--- config.mk ---
export PLATFORM = sky130hd
export DESIGN_NAME = image_header_size_sniffer_top
export DESIGN_NICKNAME = d
export VERILOG_FILES = /design/src/rtl/core/ihss_pkg.sv /design/src/rtl/core/image_header_size_sniffer_top.sv
export SDC_FILE = /design/constraint.sdc
export NUM_CORES = 1
export LEC_CHECK = 0
export BUFFER_PORTS_ARGS = -buffer_cell sky130_fd_sc_hd__buf_2
export CAP_MARGIN = 5
export CORE_UTILIZATION = 63
export CTS_CLUSTER_SIZE = 16
export DETAILED_ROUTE_END_ITERATION = 8
export PLACE_DENSITY = 0.82
export SLEW_MARGIN = 0
export SYNTH_ARGS = -nofsm -noshare
export SYNTH_HDL_FRONTEND = slang
export SYNTH_SLANG_ARGS = --single-unit
--- constraint.sdc ---
create_clock -name aclk -period 8.9 [get_ports aclk]
set_input_delay 1.335 -clock aclk [delete_from_list [all_inputs] [get_ports aclk]]
set_output_delay 1.335 -clock aclk [all_outputs]
set_load 0.01 [all_outputs]
--- src/rtl/core/ihss_pkg.sv ---
// Shared types, constants and helpers of the image header size sniffer.
package ihss_pkg;

    // File offsets and the JPEG segment pointer are this wide; both saturate.
    localparam int POSITION_BITS = 32;
    localparam int HEADER_LEN    = 24;
    localparam int SEG_HELD      = 9;
    localparam int HDR_IDX_BITS  = $clog2(HEADER_LEN);
    localparam int SEG_OFF_BITS  = $clog2(SEG_HELD);

    typedef logic [POSITION_BITS-1:0] pos_t;
    typedef logic [POSITION_BITS:0]   pos_ext_t;
    typedef logic [POSITION_BITS+1:0] pos_cmp_t;
    typedef logic [SEG_OFF_BITS-1:0]  seg_off_t;
    typedef logic [HDR_IDX_BITS-1:0]  hdr_idx_t;

    localparam pos_t POS_MAX       = '1;
    localparam pos_t SEG_START_RST = pos_t'(2);
    localparam int   SOF_SPAN      = 12;

    // Marker and signature bytes.
    localparam logic [7:0] BYTE_FF   = 8'hFF;
    localparam logic [7:0] BYTE_SOI  = 8'hD8;
    localparam logic [7:0] BYTE_APP0 = 8'hE0;
    localparam logic [7:0] SOF_LO_A  = 8'hC0;
    localparam logic [7:0] SOF_HI_A  = 8'hC3;
    localparam logic [7:0] SOF_LO_B  = 8'hC9;
    localparam logic [7:0] SOF_HI_B  = 8'hCB;
    localparam logic [7:0] BYTE_89   = 8'h89;
    localparam logic [7:0] BYTE_CR   = 8'h0D;
    localparam logic [7:0] BYTE_LF   = 8'h0A;
    localparam logic [7:0] BYTE_SUB  = 8'h1A;
    localparam logic [7:0] CHAR_J    = 8'h4A;
    localparam logic [7:0] CHAR_F    = 8'h46;
    localparam logic [7:0] CHAR_I    = 8'h49;
    localparam logic [7:0] CHAR_G    = 8'h47;
    localparam logic [7:0] CHAR_P    = 8'h50;
    localparam logic [7:0] CHAR_N    = 8'h4E;
    localparam logic [7:0] CHAR_H    = 8'h48;
    localparam logic [7:0] CHAR_D    = 8'h44;
    localparam logic [7:0] CHAR_R    = 8'h52;

    typedef enum logic [1:0] {
        FMT_NONE = 2'd0,
        FMT_JPEG = 2'd1,
        FMT_GIF  = 2'd2,
        FMT_PNG  = 2'd3
    } format_t;

    typedef struct packed {
        logic        found;
        format_t     format;
        logic [31:0] width;
        logic [31:0] height;
    } result_t;

    function automatic logic is_sof(input logic [7:0] m);
        is_sof = ((m >= SOF_LO_A) && (m <= SOF_HI_A)) ||
                 ((m >= SOF_LO_B) && (m <= SOF_HI_B));
    endfunction

endpackage

--- src/rtl/core/image_header_size_sniffer_top.sv ---
// Image header size sniffer: streams a file and reports format, width and height.
//
//   channel | dir | tdata              | tuser            | tlast
//   s_      | in  | data_byte [7:0]    | -                | last_byte
//   m_      | out | width, height      | found, format    | -
//
// One byte is taken per cycle, back to back, with no gaps between files, except while a last byte waits.
// A byte is held in the input register, then updates the byte count,
// header store and segment walker; a last byte loads the result register,
// from which the result is presented on m_.
// Only a last byte waits for the result register; other bytes never stall.
// Synchronous active-low reset returns the walker and all counts to a new file.
module image_header_size_sniffer_top (
    input  logic        aclk,
    input  logic        aresetn,
    input  logic        s_tvalid,
    output logic        s_tready,
    input  logic [7:0]  s_tdata,   // data_byte[7:0]
    input  logic        s_tlast,   // last_byte
    output logic        m_tvalid,
    input  logic        m_tready,
    output logic [63:0] m_tdata,   // width[31:0], height[63:32]
    output logic [7:0]  m_tuser    // found[0], format[2:1], zero[7:3]
);

    typedef enum logic [1:0] {
        MODE_SEEK = 2'd0,
        MODE_SOF  = 2'd1,
        MODE_DEAD = 2'd2
    } mode_t;

    localparam int PB = ihss_pkg::POSITION_BITS;

    // Input register.
    logic       in_valid_reg;
    logic [7:0] in_data_reg;
    logic       in_last_reg;

    // File state.
    ihss_pkg::pos_t pos_reg, pos_next;
    ihss_pkg::pos_t start_reg, start_next;
    logic [7:0]     hdr_reg [ihss_pkg::HEADER_LEN];
    logic [7:0]     hdr_next [ihss_pkg::HEADER_LEN];
    logic [7:0]     seg_reg [ihss_pkg::SEG_HELD];
    logic [7:0]     seg_next [ihss_pkg::SEG_HELD];
    mode_t          mode_reg, mode_next;

    // Result register.
    logic              res_valid_reg;
    ihss_pkg::result_t res_reg, res_next;

    logic               proc;
    ihss_pkg::pos_ext_t seg_diff;
    logic               in_seg;
    ihss_pkg::seg_off_t seg_off;
    logic [15:0]        seg_len;
    logic [16:0]        seg_step;
    ihss_pkg::pos_ext_t start_sum;
    ihss_pkg::pos_ext_t pos_sum;
    logic               is_jfif, is_gif, is_png, sof_fits;

    // A non-last byte never needs the result slot.
    assign proc     = in_valid_reg && (!in_last_reg || !res_valid_reg || m_tready);
    assign s_tready = !in_valid_reg || proc;

    assign seg_diff = ihss_pkg::pos_ext_t'(pos_reg) - ihss_pkg::pos_ext_t'(start_reg);
    assign in_seg   = (mode_reg != MODE_DEAD) && !seg_diff[PB] &&
                      (seg_diff[PB-1:0] < ihss_pkg::pos_t'(ihss_pkg::SEG_HELD));
    assign seg_off  = seg_diff[ihss_pkg::SEG_OFF_BITS-1:0];
    assign seg_len  = {seg_reg[2], in_data_reg};
    assign seg_step = {1'b0, seg_len} + 17'd2;
    assign start_sum = ihss_pkg::pos_ext_t'(start_reg) + ihss_pkg::pos_ext_t'(seg_step);
    assign pos_sum   = ihss_pkg::pos_ext_t'(pos_reg) + ihss_pkg::pos_ext_t'(1);

    always_comb begin
        hdr_next   = hdr_reg;
        seg_next   = seg_reg;
        mode_next  = mode_reg;
        start_next = start_reg;
        pos_next   = pos_sum[PB] ? ihss_pkg::POS_MAX : pos_sum[PB-1:0];

        if (pos_reg < ihss_pkg::pos_t'(ihss_pkg::HEADER_LEN)) begin
            hdr_next[ihss_pkg::hdr_idx_t'(pos_reg[ihss_pkg::HDR_IDX_BITS-1:0])] = in_data_reg;
        end

        if (in_seg) begin
            seg_next[seg_off] = in_data_reg;
            if (mode_reg == MODE_SEEK) begin
                if (seg_off == ihss_pkg::seg_off_t'(0)) begin
                    if (in_data_reg != ihss_pkg::BYTE_FF) begin
                        mode_next = MODE_DEAD;
                    end
                end else if (seg_off == ihss_pkg::seg_off_t'(1)) begin
                    if (ihss_pkg::is_sof(in_data_reg)) begin
                        mode_next = MODE_SOF;
                    end
                end else if (seg_off == ihss_pkg::seg_off_t'(3)) begin
                    // Skip to the next segment. A length below two makes the next
                    // segment start on bytes of this one, which are moved down.
                    start_next = start_sum[PB] ? ihss_pkg::POS_MAX : start_sum[PB-1:0];
                    for (int j = 0; j < ihss_pkg::SEG_HELD; j++) begin
                        seg_next[j] = 8'h00;
                    end
                    if (seg_len == 16'd0) begin
                        seg_next[0] = seg_reg[2];
                        seg_next[1] = in_data_reg;
                        if (seg_reg[2] != ihss_pkg::BYTE_FF) begin
                            mode_next = MODE_DEAD;
                        end else if (ihss_pkg::is_sof(in_data_reg)) begin
                            mode_next = MODE_SOF;
                        end
                    end else if (seg_len == 16'd1) begin
                        seg_next[0] = in_data_reg;
                        if (in_data_reg != ihss_pkg::BYTE_FF) begin
                            mode_next = MODE_DEAD;
                        end
                    end
                end
            end
        end
    end

    // End-of-file decision, on the state that includes the last byte.
    assign is_jfif = (hdr_next[0] == ihss_pkg::BYTE_FF) && (hdr_next[1] == ihss_pkg::BYTE_SOI) &&
                     (hdr_next[2] == ihss_pkg::BYTE_FF) && (hdr_next[3] == ihss_pkg::BYTE_APP0) &&
                     (hdr_next[6] == ihss_pkg::CHAR_J) && (hdr_next[7] == ihss_pkg::CHAR_F) &&
                     (hdr_next[8] == ihss_pkg::CHAR_I) && (hdr_next[9] == ihss_pkg::CHAR_F);
    assign is_gif  = (hdr_next[0] == ihss_pkg::CHAR_G) && (hdr_next[1] == ihss_pkg::CHAR_I) &&
                     (hdr_next[2] == ihss_pkg::CHAR_F);
    assign is_png  = (hdr_next[0] == ihss_pkg::BYTE_89) && (hdr_next[1] == ihss_pkg::CHAR_P) &&
                     (hdr_next[2] == ihss_pkg::CHAR_N) && (hdr_next[3] == ihss_pkg::CHAR_G) &&
                     (hdr_next[4] == ihss_pkg::BYTE_CR) && (hdr_next[5] == ihss_pkg::BYTE_LF) &&
                     (hdr_next[6] == ihss_pkg::BYTE_SUB) && (hdr_next[7] == ihss_pkg::BYTE_LF) &&
                     (hdr_next[12] == ihss_pkg::CHAR_I) && (hdr_next[13] == ihss_pkg::CHAR_H) &&
                     (hdr_next[14] == ihss_pkg::CHAR_D) && (hdr_next[15] == ihss_pkg::CHAR_R);
    assign sof_fits = (ihss_pkg::pos_cmp_t'(start_next) + ihss_pkg::pos_cmp_t'(ihss_pkg::SOF_SPAN))
                      <= (ihss_pkg::pos_cmp_t'(pos_reg) + ihss_pkg::pos_cmp_t'(1));

    always_comb begin
        res_next = '0;
        res_next.format = ihss_pkg::FMT_NONE;
        if (pos_reg >= ihss_pkg::pos_t'(ihss_pkg::HEADER_LEN - 1)) begin
            if (is_jfif) begin
                if ((mode_next == MODE_SOF) && sof_fits) begin
                    res_next.found  = 1'b1;
                    res_next.format = ihss_pkg::FMT_JPEG;
                    res_next.height = {16'h0000, seg_next[5], seg_next[6]};
                    res_next.width  = {16'h0000, seg_next[7], seg_next[8]};
                end
            end else if (is_gif) begin
                res_next.found  = 1'b1;
                res_next.format = ihss_pkg::FMT_GIF;
                res_next.width  = {16'h0000, hdr_next[7], hdr_next[6]};
                res_next.height = {16'h0000, hdr_next[9], hdr_next[8]};
            end else if (is_png) begin
                res_next.found  = 1'b1;
                res_next.format = ihss_pkg::FMT_PNG;
                res_next.width  = {hdr_next[16], hdr_next[17], hdr_next[18], hdr_next[19]};
                res_next.height = {hdr_next[20], hdr_next[21], hdr_next[22], hdr_next[23]};
            end
        end
    end

    always_ff @(posedge aclk) begin
        if (!aresetn) begin
            in_valid_reg  <= 1'b0;
            res_valid_reg <= 1'b0;
            pos_reg       <= '0;
            start_reg     <= ihss_pkg::SEG_START_RST;
            mode_reg      <= MODE_SEEK;
            for (int j = 0; j < ihss_pkg::HEADER_LEN; j++) begin
                hdr_reg[j] <= 8'h00;
            end
            for (int j = 0; j < ihss_pkg::SEG_HELD; j++) begin
                seg_reg[j] <= 8'h00;
            end
        end else begin
            if (s_tready) begin
                in_valid_reg <= s_tvalid;
            end
            if (s_tvalid && s_tready) begin
                in_data_reg <= s_tdata;
                in_last_reg <= s_tlast;
            end

            if (proc && in_last_reg) begin
                res_valid_reg <= 1'b1;
                res_reg       <= res_next;
            end else if (m_tready) begin
                res_valid_reg <= 1'b0;
            end

            if (proc) begin
                if (in_last_reg) begin
                    // The file is done: start over for the next one.
                    pos_reg   <= '0;
                    start_reg <= ihss_pkg::SEG_START_RST;
                    mode_reg  <= MODE_SEEK;
                    for (int j = 0; j < ihss_pkg::HEADER_LEN; j++) begin
                        hdr_reg[j] <= 8'h00;
                    end
                    for (int j = 0; j < ihss_pkg::SEG_HELD; j++) begin
                        seg_reg[j] <= 8'h00;
                    end
                end else begin
                    pos_reg   <= pos_next;
                    start_reg <= start_next;
                    mode_reg  <= mode_next;
                    hdr_reg   <= hdr_next;
                    seg_reg   <= seg_next;
                end
            end
        end
    end

    assign m_tvalid = res_valid_reg;
    assign m_tdata  = {res_reg.height, res_reg.width};
    assign m_tuser  = {5'b00000, res_reg.format, res_reg.found};

    // A result flags found exactly when it names a format.
    a_found_format: assert property (@(posedge aclk) disable iff (!aresetn)
        m_tvalid |-> (res_reg.found == (res_reg.format != ihss_pkg::FMT_NONE)))
        else $error("found and format disagree");

    // A result that is not found carries zero dimensions.
    a_zero_dims: assert property (@(posedge aclk) disable iff (!aresetn)
        (m_tvalid && !res_reg.found) |-> (m_tdata == 64'd0))
        else $error("not-found result carries dimensions");

    // The last byte of a file restarts the count and the segment walk.
    a_restart: assert property (@(posedge aclk) disable iff (!aresetn)
        (proc && in_last_reg) |=>
            ((pos_reg == '0) && (mode_reg == MODE_SEEK) &&
             (start_reg == ihss_pkg::SEG_START_RST) && m_tvalid))
        else $error("file state not cleared after last beat");

    // Within a file the byte count never returns to zero.
    a_count_moves: assert property (@(posedge aclk) disable iff (!aresetn)
        (proc && !in_last_reg) |=> (pos_reg != '0))
        else $error("byte count did not advance");

    // A broken segment chain stays broken until the file ends.
    a_dead_holds: assert property (@(posedge aclk) disable iff (!aresetn)
        ((mode_reg == MODE_DEAD) && !(proc && in_last_reg)) |=> (mode_reg == MODE_DEAD))
        else $error("broken segment chain recovered");

endmodule
Word level (Yosys, flattened, before mapping) --
Index checks and enable logic that the tools add are counted.
Operators by class: add/subtract/negate cells 6, multiply operators 0, divide/modulo/power cells 0, $lt $le $gt $ge 12, equal/unequal tests 30, shift operators 0, multiplexer cells 43, bitwise gates (word level) 2, reduce and logical (&&, ||, !) cells 48
Operator list (number):
- $mux W72 | 6
- $mux W192 | 2
- $mux W32 | 9
- $mux W67 | 4
- $bwmux W192 | 1
- $eq A8 B7 Y1 const B | 14
- $bwmux W72 | 1
- $add A32 B1 Y33 const B | 2
- $demux W8 S5 | 1
- $eq A8 B8 Y1 const B | 5
- $mux W8 | 5
- $add A32 B17 Y33 | 1
- $add A32 B4 Y33 const B | 1
- $le A33 B33 Y1 | 1
- $sub A32 B32 Y33 | 1
- $demux W8 S4 | 1
- $ge A32 B5 Y1 const B | 1
- $lt A32 B4 Y1 const B | 1
- $lt A32 B5 Y1 const B | 1
- $logic_and A1 B1 Y1 | 30
- $eq A8 B4 Y1 const B | 3
- $mux W2 | 11
- $add A16 B2 Y17 const B | 1
- $eq A16 B1 Y1 const B | 1
- other kinds (22) | 37
Storage, ports and cells: bits in registers 408, latch bits 0, RAM bits 0, bits in read-only memories 0, input bits 13, output and inout bits 74, logic and storage cells 185, memories kept 0

Longest topological paths before layout --
word-level depth 22, mapped depth 36

Least setup slack after synthesis --
Ideal clock, no wire load.
path type register to register, from register pos_reg[0], to register res_reg (netlist bit m_tuser[1]) (data pin), setup time 0.148 ns, arrival time 6.752 ns, path slack 2.000 ns, cell stages (with the launch flop) 32, buffers on the path 3, cells stage by stage dfxtp_1 -> inv_1 -> ha_1 -> fa_1 -> xor2_1 -> nand3_1 -> nor2b_2 -> or4_1 -> or4_1 -> nor4b_2 -> and2_1 -> buf_6 -> nand3_2 -> clkbuf_1 -> nor3_1 -> a21oi_1 -> ha_1 -> nor2b_1 -> o21a_1 -> o21a_1 -> o21a_1 -> o21a_1 -> o21a_1 -> o21a_1 -> o21a_1 -> o21ai_0 -> a211oi_1 -> o21ai_0 -> a22oi_1 -> nor4b_2 -> clkbuf_1 -> o21bai_1
On the way: longest elaborated chain between the ends 22, elaborated cells on any way between the ends 80, classes of those cells add/sub (3); order compare (6); eq/ne (26); mux (18); bitwise (1); reduce/logical (26)
RTL lines:
- start: declaration | RTL line image_header_size_sniffer_top.sv:40 | ihss_pkg::pos_t pos_reg, pos_next;
- start signal: assignment | RTL line image_header_size_sniffer_top.sv:206 | pos_reg <= pos_next;
- branches (longest 22 deep; another with $sub A32 B32 Y33)
- end signal: assignment | RTL line image_header_size_sniffer_top.sv:188 | res_reg <= res_next;
- end: declaration | RTL line image_header_size_sniffer_top.sv:50 | ihss_pkg::result_t res_reg, res_next;
Several ways; the timed one is not identified. The select of a mux whose other input is x is not followed. A chain may end at the register's enable or synchronous reset.

Worst setup path in the final report --
from register pos_reg[0], to register res_reg (netlist bit m_tdata[40]) (data pin)
Same word-level chain as after synthesis.

==> metrics.txt <==
vias in the first global route 19800; static leakage 9.14 nW; Largest register FFs 176; DIE AREA 0.0366 mm2; flop2flop setup slack 0.82 ns; cts hold-fix bufs 0; Layout Skew 0.0192 ns; most frequent cells in the layout 284 x dfxtp_1, 199 x nor2b_1, 197 x nand2_1, 172 x nor2_1, 167 x a22oi_1; register area share after synthesis 35.3%; period utilization 90.7%; Seq cells post-synth 360; GRT overflow 0; final hold vios 0; detailed placement HPWL 46700 um; drt initial violations 2479; Final GP Congestion 1.01; number of synthesized flops with an enable pin 76; Final Hold Slack 0.467 ns; Worst-path clk slew 0.06 ns; final antenna-violating net count 0; # placed instances 3033; DRC Markers 0; setup repair bufs after CTS 0; global-route wire length before repair 108000 um; Hold Crit Class register to register; Post-synth ARST share 0%; number of H-tree levels 2; Crit Path Class register to register; pin count of the biggest net entering global routing 255; data required time of the worst path 9.31 ns; share of cells above drive strength 1 9.43%; Cell Area, Placed 0.0230 mm2; synth top area cells dfxtp_1 25%, edfxtp_1 10%, ha_1 5.6%, a22oi_1 5.6%, nor2b_1 5.5%; Clock Path Buffers 3; critical path peak fanout 34; Slew Limit Fails 0; outcome complete, no violations; Post-CTS Resized 0; Post-Route WL 69800 um; setup TNS 0 ns; CP Buf/Inv Count 2; Startpoint Class register; syn avg cell area 8.53 um2; IO Pins 87; Slowest-stage cell, CP nor4b_4; Row Count 68; unique cell type count in the Yosys netlist 104; Max Cap Viol 0; fin nets 2735; maximum achievable frequency 0.124 GHz; cell taking the most area after synthesis dfxtp_1; # fillers 2725; top_reg_cell synth dfxtp_1; Syn Std Cell Area 0.0226 mm2; via count 20900; Min Clock Period, post-route 8.08 ns; crit path DAT 8.49 ns; CTS tree done; P&R area growth vs syn 8.10%; initial antenna violation count 1; number of CTS-inserted buffers 39; clk_lat worst skew 0.55 ns; worst vdd ir 0.205 mV; fin util 69.9%; via density per instance 6.74; Least-Margin Pin Slew 1.31 ns; die boundary height 191 um; core area 0.0349 mm2; port bufs 81; total track usage 37.5%; RSZ-0062 raised after global routing no; TritonCTS Sinks 360; post-route cell area 0.0244 mm2; antenna cells 0; worst stage delay on the critical path 0.55 ns; root buf cell clkbuf_16; power per cell area 145 mW/mm2; max_slew headroom 12.7%; Yosys Warn Count 0; final non-filler cell total 3105; share of the synthesized area in the top cell type 25.2%; Cells after Synth 2644; delay-heaviest family, CP simple AND/OR/NAND/NOR gates; TritonRoute pass-1 iters 9; final setup fails 0; WL/cell 22.5 um; most common cell after layout, fill and taps aside dfxtp_1; Die X-Extent 191 um; CP Capture Type register; Initial Util 64.7%
metrics by stage:
step	power, mW	worst slack, ns
floorplan	1.81	2.00
global placement	1.86	1.17
detailed placement	1.86	0.898
CTS	3.54	0.879
global route	3.62	0.308
finish	3.54	0.824
area by class of cell:
type	count	area (um2)	area share (%)
multi-input cells	2044	13600	55.8
flip-flops and latches	360	7970	32.7
clock buffers	58	1180	4.84
repair buffers	113	664	2.72
well taps	455	569	2.33
inverters	61	229	0.939
clock inverters	14	176	0.723
worst register-to-register path, delay by kind of cell, from the launching register on:
family | cells | cell delay (ns)
AO/OA/AOI/OAI | 11 | 2.41
XOR/XNOR | 1 | 0.10
adder cells (fa/ha/maj) | 3 | 0.88
buffers and inverters | 2 | 0.58
flip-flops | 1 | 0.42
AND/OR/NAND/NOR | 14 | 3.54
metal layers:
metal | track usage, % | up-vias | wire length (um)
met1 | 51.6 | 9924 | 29300
met4 | 14.6 | 2 | 2560
met3 | 7.69 | 197 | 7230
met2 | 57.3 | 1175 | 30600
li1 | - | 9640 | -
met5 | 0 | - | 13
logic make-up (layout without fill, tap and decap cells):
logic type,count (synthesis),after routing,share of synthesized area [%]
AOI/OAI and AO/OA,760,760,22.8
and+or+nand+nor,976,976,23.0
DFF,360,360,35.3
xor gates and xnor gates,85,85,3.30
adders and majority gates,103,103,5.78
other,1,5,0.0166
muxes,115,115,5.16
buffers and inverters,244,246,4.59
power breakdown:
part	internal (mW)	total, mW	leakage [nW]	switching (mW)
clock network	1.02	1.71	0.656	0.696
logic	0.0388	0.156	5.44	0.117
registers	1.67	1.67	3.04	0.00494
cells in the mapped netlist (9+ instances only):
library cell,number
a211oi_1,22
a21boi_0,14
a21o_1,55
a21oi_1,119
a22o_1,32
a22oi_1,167
a31oi_1,24
and2_1,81
and3_1,27
buf_1,14
clkbuf_1,151
dfxtp_1,284
edfxtp_1,76
ha_1,101
inv_1,60
mux2i_1,109
nand2_1,198
nand2b_1,13
nand3_1,55
nand4_1,48
nor2_1,173
nor2b_1,199
nor3_1,79
nor4_1,22
o21a_1,18
o21ai_0,139
o21ai_1,25
o221a_2,12
o22ai_1,47
or2_2,9
or3_1,17
xnor2_1,49
xor2_1,36
worst paths after layout:
path                     from           to  depth (start not counted)
setup reg to reg   pos_reg[0]  m_tdata[40]                         31
hold / removal    seg_reg[22]  seg_reg[22]                          2
hold reg to reg   seg_reg[22]  seg_reg[22]                          2
setup / recovery   pos_reg[0]  m_tdata[40]                         31
Note: power is estimated with default switching activity, not from simulation.
